==> src/lsa_cell_unit.sv <==
// ----------------------------------------------------------------------------
// lsa_cell_unit
// Shared score unit: diagonal, up and left candidates and clamped cell value.
// ----------------------------------------------------------------------------
module lsa_cell_unit (
    input  logic [7:0]       sym_a,
    input  logic [7:0]       sym_b,
    input  logic [7:0]       diag,
    input  logic [7:0]       up,
    input  logic [7:0]       left,
    input  logic [2:0]       match_score,
    input  logic signed [3:0] mismatch_score,
    input  logic [3:0]       gap_penalty,
    output logic signed [10:0] d_sum,
    output logic signed [10:0] u_sum,
    output logic [7:0]       cell_val,
    output logic             eq
);
    logic signed [10:0] l_sum;
    logic signed [10:0] r;

    always_comb
    begin
        eq    = (sym_a == sym_b);
        d_sum = $signed({3'b0, diag}) + (eq ? $signed({8'b0, match_score})
                                            : 11'(mismatch_score));
        u_sum = $signed({3'b0, up}) - $signed({7'b0, gap_penalty});
        l_sum = $signed({3'b0, left}) - $signed({7'b0, gap_penalty});
        r = '0;
        if (d_sum > r) r = d_sum;
        if (u_sum > r) r = u_sum;
        if (l_sum > r) r = l_sum;
        cell_val = (r > 11'sd255) ? 8'd255 : r[7:0];
    end
endmodule

==> config.mk <==
export PLATFORM = sky130hd
export DESIGN_NAME = lsa_cell_unit
export DESIGN_NICKNAME = d
export VERILOG_FILES = /design/src/lsa_cell_unit.sv
export SDC_FILE = /design/constraint.sdc
export NUM_CORES = 1
export LEC_CHECK = 0
export BUFFER_PORTS_ARGS = -buffer_cell sky130_fd_sc_hd__buf_2
export CAP_MARGIN = 25
export CORE_AREA = 5 5 69 87
export DETAILED_ROUTE_END_ITERATION = 7
export DIE_AREA = 0 0 74 92
export MAX_ROUTING_LAYER = met4
export PLACE_DENSITY = 0.72
export SLEW_MARGIN = 10
export SYNTH_ARGS = -nofsm -noshare
export SYNTH_HDL_FRONTEND = slang
export SYNTH_SLANG_ARGS = --single-unit
==> constraint.sdc <==
create_clock -name vclk -period 7.99
set_clock_uncertainty 0.1 [all_clocks]
set_input_delay 1.598 -clock vclk [all_inputs]
set_output_delay 1.598 -clock vclk [all_outputs]
set_load 0.02 [all_outputs]
After elaboration in Yosys (flattened, before gate mapping)

Index checks and enable logic that the tools add are counted.

Word-level logic and storage cells: 13
Output and inout bits: 31
Flip-flop bits (word level): 0
Input port bits: 51

Eq/ne operators: 1
Muxes and demuxes: 5
Magnitude comparators: 4
Add/sub/neg operators: 3

Operator list:

| operator                                            | number |
|---|---|
| two-way mux 11 bit                                  | 4 |
| > comparator 9 x 11 -> 1 bit                        | 2 |
| subtractor 8 x 4 -> 9 bit                           | 2 |
| adder 9 x 11 -> 11 bit                              | 1 |
| > comparator 11 x 1 -> 1 bit, second input constant | 1 |
| > comparator 11 x 9 -> 1 bit, second input constant | 1 |
| == test 8 bit                                       | 1 |
| two-way mux 8 bit                                   | 1 |

Logic depth before layout (Yosys ltp)

Depth in word-level cells: 11
Depth in mapped cells: 30
Mapped depth without buffers: 28

Worst setup path after synthesis

OpenSTA, ideal clock, no wires.

Path kind: input port to output port
Start: input sym_b[1]
End: output cell_val[0]
Setup slack: -0.969 ns
Stages: 27
Arrival: 7.261 ns
Path buffers: 2
Data required time: 6.292 ns
Path through: xnor2_1 -> nand4_1 -> or2_2 -> nand2_1 -> nand2_1 -> ha_1 -> fa_1 -> a21oi_1 -> nor2_1 -> mux2_2 -> xnor2_1 -> nand2_1 -> ha_1 -> a21o_1 -> a21o_1 -> a21o_2 -> o21ba_2 -> nand2_1 -> buf_2 -> a31oi_1 -> ha_1 -> a21o_1 -> a211oi_1 -> nor2b_1 -> a221o_2 -> buf_4 -> mux2i_1

Cells in the longest elaborated chain, start to end: 11

Ends and longest elaborated chain:

| element                      | line | RTL |
|---|---|---|
| start: declaration           | 7    | `input logic [7:0] sym_b,` |
| == test 8 bit *              | 24   | `eq = (sym_a == sym_b);` |
| two-way mux 11 bit *         | 25   | `d_sum = $signed({3'b0, diag}) + (eq ? $signed({8'b0, match_score})` |
| adder 9 x 11 -> 11 bit *     | 25   |  |
| via d_sum[6]                 | 14   | `output logic signed [10:0] d_sum,` |
| > comparator 11 x 1 -> 1 bit | 30   | `if (d_sum > r) r = d_sum;` |
| two-way mux 11 bit *         | 30   |  |
| > comparator 9 x 11 -> 1 bit | 31   | `if (u_sum > r) r = u_sum;` |
| two-way mux 11 bit *         | 31   |  |
| > comparator 9 x 11 -> 1 bit | 32   | `if (l_sum > r) r = l_sum;` |
| two-way mux 11 bit *         | 32   |  |
| > comparator 11 x 9 -> 1 bit | 33   | `cell_val = (r > 11'sd255) ? 8'd255 : r[7:0];` |
| two-way mux 8 bit *          | 33   |  |
| end: declaration             | 16   | `output logic [7:0] cell_val,` |

The timed path passes the listed nets; every way through them passes the cells marked *.

Worst setup path in the final report

Start: input sym_b[2]
End: output cell_val[5]

Cells in the longest elaborated chain, start to end: 11

Ends and longest elaborated chain:

| element                      | line |
|---|---|
| == test 8 bit *              | 24 |
| two-way mux 11 bit *         | 25 |
| adder 9 x 11 -> 11 bit *     | 25 |
| > comparator 11 x 1 -> 1 bit | 30 |
| two-way mux 11 bit *         | 30 |
| > comparator 9 x 11 -> 1 bit | 31 |
| two-way mux 11 bit *         | 31 |
| > comparator 9 x 11 -> 1 bit | 32 |
| two-way mux 11 bit *         | 32 |
| > comparator 11 x 9 -> 1 bit | 33 |
| two-way mux 8 bit *          | 33 |

Mark *: on every way between the ends. The rest lies on a longest branch, timed or not.

==> run_results.csv <==
group,metric,value,unit
cells_and_area,stdcell_area,3170,µm²
cells_and_area,areaGrowthSynthToFinish,83.4,%
global_route,use_met3,0.0131,
detailed_routing,first_pass_iters,4,
sta,hold_viol_final,0,
setup_path,crit_required,6.29,ns
global_route,gr-total-overflow,0,
cells_and_area,seq_cells,0,
power,power_frac_seq,0,
die,rows,29,
sta,min_period,8.75,ns
die,core_area,5040,µm²
global_route,grt_max_degree,13,
synth,synthMuxAreaShare,0.0759,
global_route,top_usage_layer,"met2",
die,die_y,92,µm
power,swShare,0.473,
min_path,min_path_cells,3,
sta,fin_ws,-0.760,ns
synth,synth_xor_area_frac,0.127,
placed_design,dp_hpwl,5020,µm
power,p_total,0.447,mW
synth,synth_compound_area_frac,0.257,
detailed_routing,viasPerCell,5.45,
power,ir_drop,0.0000774,V
detailed_routing,detail_route.wl_per_cell,17.2,µm
setup_path,cp.arrival,7.05,ns
setup_path,cp_slowest_stage_delay,0.38,ns
outcome,outcome,"finished, violations left",
sta,hold_slack,3.52,ns
outcome,violations,"negative setup slack",
die,ios,82,
setup_path,critPathSlowestCell,"fa_2",
detailed_routing,drtAntennaViolNets,0,
cells_and_area,final-seq-area,0,µm²
global_route,use_met2,0.340,
setup_path,cp_max_fo,4,
synth,synth_nets,310,
power,internal_power,0.235,mW
flow_run,max_cap_violations,0,
placed_design,port_buffers,82,
cells_and_area,n_clock_buffer,0,
global_route,grt_pass1_wl,10300,µm
synth,ys_warn_count,0,
min_path,hold_class,"input pin to output port",
setup_path,crit_path_end_kind,"output port",
sta,slew_violations,0,
detailed_routing,drc,0,
cells_and_area,final_core_util,0.629,
synth,syn-instance-count,225,
synth,syn_area_per_cell,7.69,µm²
setup_path,crit_end,"cell_val[5]",
synth,synthSimpleGateAreaFrac,0.216,
power,p_leak,1.67,nW
detailed_routing,first_iter_violations,95,
sta,maxClockFrequency,114,MHz
power,powerDensity,141,nW/µm²
placed_design,placed_area,2700,µm²
detailed_routing,wl,7360,µm
global_route,grt_pass1_vias,2300,
synth,netlist_area,1730,µm²
sta,rsz0062_at_grt,"yes",
global_route,grt_usage,0.191,
setup_path,cp-startpoint,"sym_b[2]",
die,start_util,0.343,
cells_and_area,antennaDiodeCount,0,
die,fp.dieArea,6810,µm²
setup_path,cp-start-kind,"input pin",
cells_and_area,nets,453,
synth,synth_fa_ha_area_frac,0.259,
synth,synth_top_family_by_area,"adder cells",
placed_design,place_congestion,0.896,
global_route,met1_usage,0.223,
power,power_frac_clock,0,
sta,setup_violations,8,
synth,synth_cell_type_count,52,
cells_and_area,drive_above_1_share,0.571,
power,switching_power,0.211,mW
sta,fin_crit_sh,1.10,
setup_path,criticalPathCategory,"input pin to output port",
global_route,antenna_found_initial,0,
synth,ys_seq_area_frac,0,
power,power.combinational.fraction,1.000,
detailed_routing,vias,2334,
die,die_x,74,µm
## critical path, delay by kind of cell
kind	cells	cell delay, ns
muxes	2	0.54
AOI/OAI and AO/OA	12	2.09
adders and majority gates	3	0.92
and+or+nand+nor	7	1.11
xor gates and xnor gates	2	0.30
buffers and inverters	4	0.48
## kinds of logic (layout without fill, tap and decap cells)
| logic type | count (synthesis) | after routing |
|---|---|---|
| and+or+nand+nor | 71 | 71 |
| AOI/OAI and AO/OA | 57 | 57 |
| adders and majority gates | 34 | 34 |
| xor gates and xnor gates | 25 | 25 |
| buffers and inverters | 25 | 166 |
| muxes | 12 | 12 |
| other | 1 | 1 |
## placed cells by master (no fill, tap or decap), types with 5 or more instances in the layout
| cell type | synthesis | final |
|---|---|---|
| buf_4 | 4 | 58 |
| nand4_1 | 6 | 6 |
| a21o_1 | 13 | 13 |
| mux2_4 | 1 | 6 |
| nand2_1 | 21 | 16 |
| xor2_1 | 8 | 8 |
| buf_6 | 0 | 23 |
| xnor2_1 | 17 | 5 |
| nand3_1 | 5 | 5 |
| nor2_1 | 10 | 9 |
| xnor2_2 | 0 | 9 |
| inv_1 | 18 | 17 |
| nor3_1 | 8 | 7 |
| buf_2 | 1 | 64 |
| ha_1 | 31 | 28 |
## cell type report
type                            instances  area [µm²]
Tap cell                               62        77.6
Inverter                               19        71.3
Fill cell                             420        1870
Multi-Input combinational cell        200        1970
Timing Repair Buffer                  147        1050
## per-layer routing
metal,up-vias,wire [µm]
li1,1112,-
met1,1074,2880
met2,119,3720
met3,29,462
met4,0,297
met5,-,0
## worst min-delay path by stage
stage                  from  endpoint
floorplan             up[7]  u_sum[8]
global placement    diag[0]  d_sum[0]
detailed placement  diag[0]  d_sum[0]
CTS                 diag[0]  d_sum[0]
global route        diag[0]  d_sum[0]
finish              diag[0]  d_sum[0]
## cells in the mapped netlist, types with 3 or more instances
library cell	number	share of area
xor2_1	8	0.040
a31oi_1	4	0.014
nor2b_1	4	0.014
inv_1	18	0.039
and2_1	4	0.014
fa_1	3	0.035
mux2_2	5	0.033
mux2i_1	6	0.035
buf_4	4	0.017
nand2_1	21	0.046
o21a_1	4	0.017
ha_1	31	0.22
xnor2_1	17	0.086
a211oi_1	3	0.013
or3_1	3	0.011
a21o_1	13	0.056
nand4_1	6	0.022
nand3_1	5	0.014
nor2_1	10	0.022
a311o_1	3	0.017
nor3_1	8	0.023
a21oi_1	8	0.023
## power groups by stage
stage / registers [mW] / logic [mW] / clock network, mW
2_1_floorplan: 0 / 0.244 / 0
3_3_place_gp: 0 / 0.364 / 0
3_5_place_dp: 0 / 0.370 / 0
4_1_cts: 0 / 0.413 / 0
5_1_grt: 0 / 0.476 / 0
6_report: 0 / 0.447 / 0
## per-stage QoR
stage | worst slack (ns) | cells | TNS (ns)
after floorplan | -0.334 | 225 | -2.54
after global placement | -0.671 | 406 | -5.10
after detailed placement | -0.722 | 406 | -5.55
after CTS | -0.521 | 421 | -3.94
after global routing | -0.937 | 428 | -7.19
final | -0.760 | 428 | -5.82
## repair_timing
item | in CTS | in global routing
pin swaps | 18 | 16
endpoints found under the setup margin | 8 | 8
setup buffers | 15 | 7
hold buffers | 0 | 0
resized for setup | 33 | 30
No activity file was read; power rests on OpenSTA's default activity.
